--- src/sv/yse_pkg.sv ---
// Package for the YAML double-quoted string escaper.
// Holds the request, run and result types, character constants and the hex digit helper.
// No dependencies.
`default_nettype none

package yse_pkg;

    localparam int CP_W  = 21;
    localparam int LEN_W = 4;

    // Input request: one character, or the end-of-string command.
    typedef struct packed {
        logic            command;
        logic [CP_W-1:0] code_point;
    } t_in_item;

    // One output code point of the quoted text.
    typedef struct packed {
        logic [CP_W-1:0] out_char;
        logic            last_of_run;
        logic            string_closed;
    } t_out_item;

    localparam logic CMD_CHAR = 1'b0;
    localparam logic CMD_END  = 1'b1;

    typedef enum logic [2:0] {
        CLS_PLAIN,
        CLS_END,
        CLS_PAIR,
        CLS_HEX2,
        CLS_HEX8
    } t_cls;

    // Decoded request waiting to be expanded into output characters.
    typedef struct packed {
        logic             quote;
        t_cls             cls;
        logic [CP_W-1:0]  cp;
        logic [LEN_W-1:0] len;
    } t_run;

    localparam logic [CP_W-1:0] CH_TAB     = 21'h09;
    localparam logic [CP_W-1:0] CH_LF      = 21'h0A;
    localparam logic [CP_W-1:0] CH_SPACE   = 21'h20;
    localparam logic [CP_W-1:0] CH_QUOTE   = 21'h22;
    localparam logic [CP_W-1:0] CH_ZERO    = 21'h30;
    localparam logic [CP_W-1:0] CH_UPPER_U = 21'h55;
    localparam logic [CP_W-1:0] CH_BSLASH  = 21'h5C;
    localparam logic [CP_W-1:0] CH_LOWER_A = 21'h61;
    localparam logic [CP_W-1:0] CH_LOWER_N = 21'h6E;
    localparam logic [CP_W-1:0] CH_LOWER_T = 21'h74;
    localparam logic [CP_W-1:0] CH_LOWER_X = 21'h78;
    localparam logic [CP_W-1:0] CH_DEL     = 21'h7F;
    localparam logic [CP_W-1:0] CH_C1_LAST = 21'h9F;
    localparam logic [CP_W-1:0] CH_LSEP    = 21'h2028;
    localparam logic [CP_W-1:0] CH_PSEP    = 21'h2029;
    localparam logic [CP_W-1:0] CH_NONCHAR = 21'hFFFE;
    localparam logic [CP_W-1:0] CH_MAX     = 21'h1FFFFF;

    // Lowercase hex character for one nibble.
    function automatic logic [CP_W-1:0] hex_char(input logic [3:0] nib);
        logic [CP_W-1:0] wide;
        wide = {{(CP_W-4){1'b0}}, nib};
        if (nib < 4'd10) begin
            hex_char = CH_ZERO + wide;
        end else begin
            hex_char = CH_LOWER_A + wide - 21'd10;
        end
    endfunction

endpackage

`default_nettype wire

--- src/sv/yse_classify.sv ---
// Input stage of the escaper: takes requests, tracks the open-quote flag and
// registers a decoded run descriptor. Depends on yse_pkg.
`default_nettype none

module yse_classify (
    input  wire               i_clk,
    input  wire               i_rst_n,
    input  wire               i_in_valid,
    output logic              o_in_ready,
    input  yse_pkg::t_in_item i_in_data,
    output logic              o_run_valid,
    output yse_pkg::t_run     o_run,
    input  wire               i_run_take
);

    logic          r_quote_opened;
    logic          r_run_valid;
    yse_pkg::t_run r_run;
    yse_pkg::t_run n_run;
    logic          w_accept;
    logic [3:0]    w_base;

    assign o_in_ready  = !r_run_valid || i_run_take;
    assign w_accept    = i_in_valid && o_in_ready;
    assign o_run_valid = r_run_valid;
    assign o_run       = r_run;

    always_comb begin
        n_run.quote = !r_quote_opened;
        n_run.cp    = i_in_data.code_point;
        n_run.cls   = yse_pkg::CLS_PLAIN;
        w_base      = 4'd1;
        if (i_in_data.command == yse_pkg::CMD_END) begin
            n_run.cls = yse_pkg::CLS_END;
            w_base    = 4'd1;
        end else if (i_in_data.code_point == yse_pkg::CH_BSLASH
                     || i_in_data.code_point == yse_pkg::CH_QUOTE) begin
            n_run.cls = yse_pkg::CLS_PAIR;
            w_base    = 4'd2;
        end else if (i_in_data.code_point == yse_pkg::CH_LF) begin
            n_run.cls = yse_pkg::CLS_PAIR;
            n_run.cp  = yse_pkg::CH_LOWER_N;
            w_base    = 4'd2;
        end else if (i_in_data.code_point == yse_pkg::CH_TAB) begin
            n_run.cls = yse_pkg::CLS_PAIR;
            n_run.cp  = yse_pkg::CH_LOWER_T;
            w_base    = 4'd2;
        end else if (i_in_data.code_point < yse_pkg::CH_SPACE
                     || i_in_data.code_point inside
                        {[yse_pkg::CH_DEL:yse_pkg::CH_C1_LAST]}) begin
            n_run.cls = yse_pkg::CLS_HEX2;
            w_base    = 4'd4;
        end else if (i_in_data.code_point inside
                        {yse_pkg::CH_LSEP, yse_pkg::CH_PSEP,
                         [yse_pkg::CH_NONCHAR:yse_pkg::CH_MAX]}) begin
            n_run.cls = yse_pkg::CLS_HEX8;
            w_base    = 4'd10;
        end
        // The opening quote, when due, adds one character in front.
        n_run.len = w_base + {3'd0, !r_quote_opened};
    end

    always_ff @(posedge i_clk) begin
        if (!i_rst_n) begin
            r_quote_opened <= 1'b0;
            r_run_valid    <= 1'b0;
        end else begin
            if (w_accept) begin
                r_quote_opened <= (i_in_data.command != yse_pkg::CMD_END);
                r_run_valid    <= 1'b1;
            end else if (i_run_take) begin
                r_run_valid    <= 1'b0;
            end
        end
    end

    always_ff @(posedge i_clk) begin
        if (w_accept) begin
            r_run <= n_run;
        end
    end

    a_end_closes: assert property (@(posedge i_clk) disable iff (!i_rst_n)
        w_accept && i_in_data.command == yse_pkg::CMD_END |=> !r_quote_opened)
        else $error("quote flag still set after end of string");

    a_quote_once: assert property (@(posedge i_clk) disable iff (!i_rst_n)
        r_run_valid && r_run.quote && r_run.cls != yse_pkg::CLS_END |-> r_quote_opened)
        else $error("opening quote issued but flag not set");

endmodule

`default_nettype wire

--- src/sv/yse_emit.sv ---
// Output stage of the escaper: walks a run descriptor one character per cycle
// into the result register while the output is ready. Depends on yse_pkg.
`default_nettype none

module yse_emit (
    input  wire                i_clk,
    input  wire                i_rst_n,
    input  wire                i_run_valid,
    input  yse_pkg::t_run      i_run,
    output logic               o_run_take,
    output logic               o_out_valid,
    input  wire                i_out_ready,
    output yse_pkg::t_out_item o_out_data
);

    logic [yse_pkg::LEN_W-1:0] r_idx;
    logic [yse_pkg::LEN_W-1:0] n_idx;
    logic                      r_out_valid;
    yse_pkg::t_out_item        r_out_data;
    yse_pkg::t_out_item        n_out_data;
    logic                      w_load;
    logic                      w_last;
    logic [yse_pkg::LEN_W-1:0] w_pos;
    logic [2:0]                w_digit;
    logic [2:0]                w_sel;
    logic [31:0]               w_cp32;
    logic [3:0]                w_nib;

    assign w_load      = i_run_valid && (!r_out_valid || i_out_ready);
    assign w_last      = (r_idx == i_run.len - 4'd1);
    assign o_run_take  = w_load && w_last;
    assign o_out_valid = r_out_valid;
    assign o_out_data  = r_out_data;
    assign n_idx       = w_last ? '0 : r_idx + 4'd1;

    // Position within the run once the opening quote is taken off.
    assign w_pos   = i_run.quote ? r_idx - 4'd1 : r_idx;
    assign w_digit = w_pos[2:0] - 3'd2;
    assign w_sel   = (i_run.cls == yse_pkg::CLS_HEX8) ? 3'd7 - w_digit : 3'd1 - w_digit;
    assign w_cp32  = {11'd0, i_run.cp};
    assign w_nib   = w_cp32[{w_sel, 2'b00} +: 4];

    always_comb begin
        n_out_data.last_of_run   = w_last;
        n_out_data.string_closed = 1'b0;
        n_out_data.out_char      = i_run.cp;
        if (i_run.quote && r_idx == '0) begin
            n_out_data.out_char = yse_pkg::CH_QUOTE;
        end else begin
            case (i_run.cls)
                yse_pkg::CLS_PLAIN: begin
                    n_out_data.out_char = i_run.cp;
                end
                yse_pkg::CLS_END: begin
                    n_out_data.out_char      = yse_pkg::CH_QUOTE;
                    n_out_data.string_closed = 1'b1;
                end
                yse_pkg::CLS_PAIR: begin
                    n_out_data.out_char = (w_pos == '0) ? yse_pkg::CH_BSLASH : i_run.cp;
                end
                yse_pkg::CLS_HEX2, yse_pkg::CLS_HEX8: begin
                    if (w_pos == '0) begin
                        n_out_data.out_char = yse_pkg::CH_BSLASH;
                    end else if (w_pos == 4'd1) begin
                        n_out_data.out_char = (i_run.cls == yse_pkg::CLS_HEX8)
                                              ? yse_pkg::CH_UPPER_U : yse_pkg::CH_LOWER_X;
                    end else begin
                        n_out_data.out_char = yse_pkg::hex_char(w_nib);
                    end
                end
                default: begin
                    n_out_data.out_char = i_run.cp;
                end
            endcase
        end
    end

    always_ff @(posedge i_clk) begin
        if (!i_rst_n) begin
            r_idx       <= '0;
            r_out_valid <= 1'b0;
        end else begin
            if (w_load) begin
                r_idx       <= n_idx;
                r_out_valid <= 1'b1;
            end else if (i_out_ready) begin
                r_out_valid <= 1'b0;
            end
        end
    end

    always_ff @(posedge i_clk) begin
        if (w_load) begin
            r_out_data <= n_out_data;
        end
    end

    a_close_is_last: assert property (@(posedge i_clk) disable iff (!i_rst_n)
        r_out_valid && r_out_data.string_closed |-> r_out_data.last_of_run
            && r_out_data.out_char == yse_pkg::CH_QUOTE)
        else $error("closing quote not at the end of its run");

    a_idx_in_run: assert property (@(posedge i_clk) disable iff (!i_rst_n)
        i_run_valid |-> r_idx < i_run.len)
        else $error("character index beyond run length");

    a_idx_idle: assert property (@(posedge i_clk) disable iff (!i_rst_n)
        !i_run_valid |-> r_idx == '0)
        else $error("character index left over between runs");

endmodule

`default_nettype wire

--- src/sv/yaml_string_escaper_unit.sv ---
// YAML double-quoted string escaper, top level.
// Instantiates yse_classify and yse_emit; depends on yse_pkg.
//
// Each request is one code point or an end-of-string command and produces one
// to eleven output code points: the opening quote ahead of a string's first
// character, the character itself or its escape sequence, and the closing
// quote on the end command. Requests are decoded into a one-entry descriptor
// register, and the emitter writes one output character per cycle, when the
// output is ready, into the result register, so that single output port sets
// throughput. A plain character gives one output character, an escape two,
// four or ten, plus one for an opening quote, and the input is held off while
// they drain. A new request is taken in the same cycle as the last character
// of the previous one, so plain text streams one per cycle when the output is
// ready. Each request passes through the descriptor and result registers.
`default_nettype none

module yaml_string_escaper_unit (
    input  wire                i_clk,
    input  wire                i_rst_n,
    input  wire                i_in_valid,
    output logic               o_in_ready,
    input  yse_pkg::t_in_item  i_in_data,
    output logic               o_out_valid,
    input  wire                i_out_ready,
    output yse_pkg::t_out_item o_out_data
);

    logic          w_run_valid;
    logic          w_run_take;
    yse_pkg::t_run w_run;

    yse_classify u_classify (
        .i_clk       (i_clk),
        .i_rst_n     (i_rst_n),
        .i_in_valid  (i_in_valid),
        .o_in_ready  (o_in_ready),
        .i_in_data   (i_in_data),
        .o_run_valid (w_run_valid),
        .o_run       (w_run),
        .i_run_take  (w_run_take)
    );

    yse_emit u_emit (
        .i_clk       (i_clk),
        .i_rst_n     (i_rst_n),
        .i_run_valid (w_run_valid),
        .i_run       (w_run),
        .o_run_take  (w_run_take),
        .o_out_valid (o_out_valid),
        .i_out_ready (i_out_ready),
        .o_out_data  (o_out_data)
    );

endmodule

`default_nettype wire
--- config.mk ---
export PLATFORM = sky130hd
export DESIGN_NAME = yaml_string_escaper_unit
export DESIGN_NICKNAME = d
export VERILOG_FILES = /design/src/sv/yse_pkg.sv /design/src/sv/yse_classify.sv /design/src/sv/yse_emit.sv /design/src/sv/yaml_string_escaper_unit.sv
export SDC_FILE = /design/constraint.sdc
export NUM_CORES = 1
export LEC_CHECK = 0
export ABC_AREA = 1
export BUFFER_PORTS_ARGS = -buffer_cell sky130_fd_sc_hd__buf_2
export CAP_MARGIN = 10
export CORE_ASPECT_RATIO = 0.6
export CORE_UTILIZATION = 55
export DETAILED_ROUTE_END_ITERATION = 10
export PLACE_DENSITY = 0.77
export SLEW_MARGIN = 30
export SYNTH_ARGS = -nofsm -noshare
export SYNTH_HDL_FRONTEND = slang
export SYNTH_HIERARCHICAL = 1
export SYNTH_SLANG_ARGS = --single-unit
--- constraint.sdc ---
create_clock -name i_clk -period 5.45 [get_ports i_clk]
set_input_delay 1.09 -clock i_clk [delete_from_list [all_inputs] [get_ports i_clk]]
set_output_delay 1.09 -clock i_clk [all_outputs]
set_load 0.1 [all_outputs]
# Yosys cells after proc, flatten, opt, wreduce, memory -nomap -nowiden
# Cells that the tools add are included.
# Widths: inputs -> output; s select.
totals:
  register_bits: 59
  output_inout_bits: 25
  input_bits: 26
classes:
  bitwise: 1
  n_mux: 28
  reduce_logical: 20
  shift: 1
  magnitude_cmp: 6
  add_sub_neg: 10
  n_eq_ne: 12
ops:
  columns: ["operator", "count"]
  rows:
  - ["$mux 21", 7]
  - ["$pmux 21 s3", 1]
  - ["$eq 21x14->1 const B", 2]
  - ["$eq 21x4->1 const B", 2]
  - ["$mux 4", 8]
  - ["$shiftx 32x6->4", 1]
  - ["$mux 23", 1]
  - ["$eq 21x6->1 const B", 1]
  - ["$eq 21x7->1 const B", 1]
  - ["$ge 21x16->1 const B", 1]
  - ["$ge 21x7->1 const B", 1]
  - ["$le 21x21->1 const B", 1]
  - ["$le 21x8->1 const B", 1]
  - ["$lt 21x6->1 const B", 1]
  - ["$sub 21x4->21 const B", 1]
  - ["$add 7x4->8 const A", 1]
  - ["$logic_not 4->1", 2]
  - ["$sub 4x1->4 const B", 2]
  - ["$add 6x4->7 const A", 1]
  - ["$eq 3x2->1 const B", 2]
  - ["$logic_and 1x1->1", 6]
  - ["$mux 2", 3]
  - ["$mux 3", 2]
  - ["$mux 6", 1]
  - ["18 further kinds", 28]

# Logic depth before layout (Yosys ltp)
# Gate-level depths: netlist (run 1).
logic_depth:
  ltp_word: 12
  ltp_mapped: 18

# Hierarchy
# The synthesis (run 1) kept the hierarchy.
by_module_without_submodules:
  columns: ["mod", "cells_per_inst", "area_per_inst_um2", "instances", "seq_area_each_um2"]
  rows:
  - ["yse_emit", 258, 2013.2, 1, 790.8]
  - ["yse_classify", 173, 1569.0, 1, 910.9]

# Least setup slack after synthesis (run 1)
# Ideal clock, no wire load.
synth_path:
  path_kind: "input to register"
  startpoint: "input port i_out_ready"
  endpoint: "register u_classify.r_run, in the netlist u_classify/o_run[0], enable pin"
  slack_ns: 2.067
  path_stages: 8
  setup_time_ns: 0.384
  t_arrival_ns: 3.000
  cell_sequence: "inv_1 > nand2_1 > nand2_1 > nor2_1 > inv_1 > nand2_1 > nand2_1 > inv_1"
synth_via:
  elab_chain_cells: 5
synth_lines:
  columns: ["element", "line", "text"]
  rows:
  - ["start: declaration", "yaml_string_escaper_unit.sv:24", "input wire i_out_ready,"]
  - ["$logic_or 1x1->1", "yse_emit.sv:29", "assign w_load = i_run_valid && (!r_out_valid || i_out_ready);"]
  - ["$logic_and 1x1->1", "yse_emit.sv:29", null]
  - ["$logic_and 1x1->1", "yse_emit.sv:31", "assign o_run_take = w_load && w_last;"]
  - ["named net w_run_take", "yaml_string_escaper_unit.sv:29", "logic w_run_take;"]
  - ["$logic_or 1x1->1", "yse_classify.sv:23", "assign o_in_ready = !r_run_valid || i_run_take;"]
  - ["named net o_in_ready", "yaml_string_escaper_unit.sv:21", "output logic o_in_ready,"]
  - ["$logic_and 1x1->1", "yse_classify.sv:24", "assign w_accept = i_in_valid && o_in_ready;"]
  - ["named net u_classify.w_accept", "yse_classify.sv:20", "logic w_accept;"]
  - ["end signal: assignment", "yse_classify.sv:79", "r_run <= n_run;"]
  - ["end: declaration", "yse_classify.sv:18", "yse_pkg::t_run r_run;"]
# The timed path passes the listed nets, and every way through them passes these cells.
# A chain may end at the register's enable or synchronous reset.

# Worst setup path after layout (run 1)
layout_path:
  startpoint: "register u_classify.r_run, in the netlist u_classify/o_run[0]"
  endpoint: "output port o_in_ready"
layout_via:
  elab_chain_cells: 4
layout_lines:
  columns: ["element", "line", "text"]
  rows:
  - ["$sub 4x1->4", "yse_emit.sv:30", "assign w_last = (r_idx == i_run.len - 4'd1);"]
  - ["$eq 4x4->1", "yse_emit.sv:30", null]
  - ["$logic_and 1x1->1", "yse_emit.sv:31", null]
  - ["named net w_run_take", "yaml_string_escaper_unit.sv:29", null]
  - ["$logic_or 1x1->1", "yse_classify.sv:23", null]
  - ["end: declaration", "yaml_string_escaper_unit.sv:21", null]
# The timed path passes the listed nets, and every way through them passes these cells.

==> impl_results.md, run 1 <==
* Status: finished, final reports clean
* Clock Skew at 0.0102 ns
* Die ar. at 0.00685 mm^2
* Critical Path Sink Type: output port
* Tot GR Track Use at 24.3%
* Vias in the first global route at 2592
* Top cell type's share of synthesized area at 43.6%
* Worst hold start: u_classify/r_quote_opened
* Top cells by area, synth: edfxtp_1 (44%), nand2_1 (12%), inv_1 (4.6%)
* GP Congestion at 0.925
* Share of cells above drive strength 1 at 25.6%
* Setup_tns at 0 ns
* Layout area overhead at 12.4%
* Most used cell, CP: inv_1
* Wirelength per Cell at 13.5 um
* Switch Pwr at 0.000475 W
* Htree depth at 3
* Routed vias/inst at 5.19
* DRC at 0
* Maximum VDD drop at 165 uV
* Final WL at 7570 um
* Sequential-to-total area share from yosys stat at 47.5%
* Unrepaired setup endpoints after global routing: no
* Routed Antenna Nets at 0
* # setup viols final at 0
* Num CTS Buffers at 9
* Starting DRC count in detailed routing at 151
* Async set or reset register ratio after synthesis at 0%
* Worst EP required at 4.36 ns
* Cell taking the most area after synthesis: edfxtp_1
* P per Cell Area at 330 mW/mm^2
* Count leader, synth: nand2_1
* Critical path launch point: u_classify/o_run[0]
* # fillers at 546
* Remaining Overflow, GRT at 0
* Post-synth net total at 464
* Die Wd at 106 um
* Avg Cell Area, Syn at 8.31 um^2
* Critical path cell sequence: inv_1, ha_1, xnor2_1, a21oi_1, nand3_1, nor2_1, inv_1, nand2_1, buf_2
* Final core utilization at 65.0%
* Max frequency at 306 MHz
* Max Cap Violations at 0
* Clock share of power at 29.1%
* Tmin final at 3.26 ns
* Crit start category: flop
* HP Class: flop to flop
* Netlist cell types at 35
* Worst setup margin at 2.19 ns
* CTS tree: built
* PortBufs at 50
* Yosys warnings at 6
* Leak pwr at 1.78 nW
* Die height at 64.5 um
* Cell Area, Synth at 0.00358 mm^2
* Yosys reg bits at 59
* Ports at 51
* Crit path max fanout at 3
* Clk pin slew, worst setup/hold paths at 0.07 ns
* Initial core utilization at 57.8%
* Rows at 22
* CP Class: flop to output port
* Pre-CTS setup slack at 2.26 ns
* Top FF cell, synth: edfxtp_1
* Maximum single-stage delay on the critical path at 0.43 ns
* CTS resizes at 0
* Switch share at 35.8%
* Worst skew pair latency at 0.34 ns
* Pin count of the biggest net entering global routing at 30
* Final Max Tran Viols at 0
* CTS Hold Bufs at 0
* Max Root-Sink Buffers at 2
* Sequential fraction of design power at 41.7%
* Post-CTS Setup Bufs at 0
* Initial antenna violation count at 0
* Vias at 2910
* Core area at 0.00619 mm^2
* Worst Path Arrival at 2.17 ns
* Logic gate share of total power at 29.2%
* Tot Pwr at 0.00133 W
* Fin crit share at 59.9%
* Final Hold Vio Count at 0
* Commonest cells post-synth: nand2_1 (115), edfxtp_1 (52), inv_1 (44)
* Root buf cell: clkbuf_8
* Worst slew pin tran at 0.619 ns
* NumNets Final at 505
* Number of flops mapped to enable cells by yosys at 52
* Synth Instances at 431
* Crit-path slowest cell: buf_2
* Clock sinks at 59
* Antenna diode count at 0
* Internal power at 0.000854 W
* Rel. slew slack at 58.3%
* Drt first pass iters at 5
* First-pass GRT wire length at 12700 um
* DP Wirelength at 5840 um
* R2R Path Start: u_emit/r_idx[0]
-- cell families after synthesis --
logic type | synth area share [%]
AND/OR/NAND/NOR | 32.4
flip-flops | 47.5
adder cells (fa/ha/maj) | 2.44
AO/OA/AOI/OAI | 7.16
buffers and inverters | 8.77
XOR/XNOR | 1.71
-- worst max-delay path: cells and delay by family (launching register included) --
| kind | cells | cell delay (ns) |
|---|---|---|
| flops | 1 | 0.42 |
| simple gates | 3 | 0.34 |
| compound gates | 1 | 0.12 |
| fa+ha+maj | 1 | 0.24 |
| buf+inv | 3 | 0.59 |
| xor+xnor | 1 | 0.12 |
-- placed cells by master (no fill, tap or decap), types with 2 or more instances in the layout --
cell type   count
nand2_1       115
edfxtp_1       52
buf_2          50
nor2_1         43
inv_1          42
nand3_1        32
nand2_2        14
clkbuf_8       10
inv_2           9
nor2_2          9
o21ai_0         9
nor3_1          9
a21oi_1         9
nand2_4         8
ha_1            7
dfxtp_1         7
nand3_2         6
xnor2_1         5
nand4_1         5
o211ai_1        4
o21ai_2         3
nor3_2          3
a21oi_2         3
clkbuf_1        2
clkinvlp_4      2
o21ai_1         2
o21a_1          2
a21boi_0        2
a31oi_1         2
xor2_1          2
-- registers in the layout, summed over array words and instances (netlist names) --
name                       count
u_classify/o_run              29
u_emit/o_out_valid             1
u_classify/o_run_valid         1
u_emit/o_out_data             23
u_classify/r_quote_opened      1
u_emit/r_idx                   4
-- layout make-up --
type	count	area [um^2]	area share (%)
well taps	84	105	2.61
clock buffers	12	145	3.60
repair buffers	51	258	6.40
inverters	53	201	5.00
clock inverters	4	50.0	1.24
multi-input cells	298	1570	38.9
flip-flops and latches	59	1700	42.2
-- power by group through the flow --
stage	sequential [W]	combinational, W	clock (W)
global placement	0.000564	0.000376	0
finish	0.000555	0.000388	0.000386
floorplan	0.000665	0.000210	0
global route	0.000559	0.000423	0.000414
CTS	0.000556	0.000386	0.000394
detailed placement	0.000565	0.000382	0
-- per-layer routing --
layer / up-vias / GRT usage (%) / part of all wire, %
met5: - / 0 / 0
met4: 0 / 5.56 / 0.98
met3: 11 / 7.24 / 8.2
met2: 125 / 33.8 / 41
met1: 1292 / 36.9 / 50
li1: 1482 / - / -
-- worst paths after layout --
kind                                to  cells past startpoint  slack (ns)
max                         o_in_ready                      9        2.19
max reg2reg       u_emit/o_out_data[4]                     17        2.72
min          u_classify/r_quote_opened                      2        0.49
min reg2reg  u_classify/r_quote_opened                      2        0.49
-- stage by stage --
step                      hold slack (ns)  instances  area, um^2
final                               0.491        561        4030
after global routing                0.543        561        4030
after floorplan                     0.450        431        3580
after global placement              0.479        545        3830
after CTS                           0.495        561        4030
after detailed placement            0.480        545        3830
Power figures use the tool's default switching activity.
==> run 2: changes to the inputs <==
--- a/config.mk
+++ b/config.mk
@@ -9,9 +9,9 @@
 export BUFFER_PORTS_ARGS = -buffer_cell sky130_fd_sc_hd__buf_2
 export CAP_MARGIN = 10
 export CORE_ASPECT_RATIO = 0.6
-export CORE_UTILIZATION = 55
+export CORE_UTILIZATION = 52
 export DETAILED_ROUTE_END_ITERATION = 10
-export PLACE_DENSITY = 0.77
+export PLACE_DENSITY = 0.76
 export SLEW_MARGIN = 30
 export SYNTH_ARGS = -nofsm -noshare
 export SYNTH_HDL_FRONTEND = slang
==> constraint.sdc (replaced) <==
create_clock -name i_clk -period 3 [get_ports i_clk]
set_input_delay 0.6 -clock i_clk [delete_from_list [all_inputs] [get_ports i_clk]]
set_output_delay 0.6 -clock i_clk [all_outputs]
set_load 0.1 [all_outputs]
==> run 2 against run 1 <==
Compared with the run above: sequential share of layout area is 1.4 points lower; total power is 110% higher; worst hold slack worse by 0.028 ns; largest cell class unchanged; sequential cell count stayed put; final cell count is 0.89% higher; combinational power is 84% higher; global-route usage is 0.92 points higher; clock power grew to 2.8 times the previous value.
==> impl_results.md, run 2 (synthesized netlist as in run 1, its figures left out) <==
* Tmin final at 2.83 ns
* Remaining Overflow, GRT at 0
* Final WL at 8250 um
* Final Hold Vio Count at 0
* Pin count of the biggest net entering global routing at 30
* Root buf cell: clkbuf_16
* Die Wd at 109 um
* Die height at 66.3 um
* Critical path launch point: u_classify/o_run[0]
* Core area at 0.00668 mm^2
* Worst EP required at 2.40 ns
* Leak pwr at 1.85 nW
* Logic gate share of total power at 25.5%
* Max frequency at 354 MHz
* Final Max Tran Viols at 0
* NumNets Final at 507
* Status: finished, final reports clean
* Worst setup margin at 0.173 ns
* First-pass GRT wire length at 13300 um
* R2R Path Start: u_emit/r_idx[1]
* Setup_tns at 0 ns
* Pre-CTS setup slack at 0.427 ns
* Clock sinks at 59
* Initial antenna violation count at 0
* R2r worst-path depth at 17
* Initial core utilization at 53.7%
* GP Congestion at 0.901
* Tot GR Track Use at 25.2%
* Routed Antenna Nets at 0
* Final core utilization at 62.4%
* Maximum VDD drop at 299 uV
* Worst skew pair latency at 0.33 ns
* PortBufs at 50
* Number of flip-flops in the largest register at 29
* Max Cap Violations at 0
* Worst slew pin tran at 0.617 ns
* Num CTS Buffers at 9
* Routed vias/inst at 5.25
* Wirelength per Cell at 14.6 um
* CTS tree: built
* Switch Pwr at 0.000929 W
* Max Root-Sink Buffers at 2
* Sequential fraction of design power at 36.1%
* CTS resizes at 0
* Die ar. at 0.00724 mm^2
* Clk pin slew, worst setup/hold paths at 0.05 ns
* # setup viols final at 0
* Hold Path Depth at 1
* Htree depth at 3
* Clock Skew at 0.00679 ns
* Most common cell after layout, fill and taps aside: nand2_1
* Rows at 23
* Antenna diode count at 0
* Rel. slew slack at 58.5%
* WHS at 0.463 ns
* Internal power at 0.00187 W
* Most frequent cells in the layout: nand2_1 (114), edfxtp_1 (52), buf_2 (50), inv_1 (44), nor2_1 (43)
* Post-CTS Setup Bufs at 0
* # fillers at 536
* Critical Path Sink Type: output port
* Share of cells above drive strength 1 at 25.3%
* Switch share at 33.2%
* Fin crit share at 94.2%
* Vias at 2969
* DP Wirelength at 6090 um
* P per Cell Area at 672 mW/mm^2
* Clock share of power at 38.4%
* DRC at 0
* Area occupied by multi-input gates at 0.00157 mm^2
* Vias in the first global route at 2652
* Register area at 0.00170 mm^2
* CTS Hold Bufs at 0
* Unrepaired setup endpoints after global routing: no
* CP Class: flop to output port
* Ports at 51
* Crit path max fanout at 3
* Layout area overhead at 16.2%
* Crit start category: flop
* Starting DRC count in detailed routing at 157
* HP Class: primary input to flop
* Worst hold start: i_in_data[20]
* Drt first pass iters at 4
* Worst Path Arrival at 2.23 ns
## run 2: power by group through the flow
stage | sequential (W) | combinational, W | clock (W)
after floorplan | 0.00121 | 0.000383 | 0
after global placement | 0.00102 | 0.000688 | 0
after detailed placement | 0.00103 | 0.000699 | 0
after CTS | 0.00101 | 0.000707 | 0.00109
after global routing | 0.00102 | 0.000778 | 0.00113
final | 0.00101 | 0.000713 | 0.00107
## run 2: area by class of cell
class	count	share of cell area, %
Inverter	53	4.84
Multi-Input combinational cell	298	37.7
Clock inverter	6	1.92
Sequential cell	59	40.9
Tap cell	87	2.61
Timing Repair Buffer	53	6.55
Clock buffer	10	5.50
## run 2: routing by layer
layer	vias up	wire length [um]	global-route usage, %
li1	1485	-	-
met1	1338	4000	35.4
met2	133	3420	36.7
met3	13	700	7.88
met4	0	127	8.28
met5	-	0	0
## run 2: final timing paths
check | endpoint | slack (ns)
worst max register to register | u_emit/o_out_data[4] | 0.35
worst min-delay path | u_classify/o_run[24] | 0.46
worst min register to register | u_emit/o_out_valid | 0.49
worst max-delay path | o_in_ready | 0.17
## run 2: critical path: stages (launching register included)
cell	delay [ns]
edfxtp_1	0.42
inv_1	0.10
ha_1	0.25
xnor2_1	0.14
a21oi_1	0.14
nand3_1	0.13
nor2_1	0.16
inv_1	0.07
nand2_2	0.07
buf_2	0.42
## run 2: stage by stage
step                      cell area (um^2)  instances  total power [W]
final                                 4160        566          0.00280
after global routing                  4160        566          0.00293
after CTS                             4160        566          0.00281
after detailed placement              3850        550          0.00172
after global placement                3850        550          0.00171
after floorplan                       3580        431          0.00159
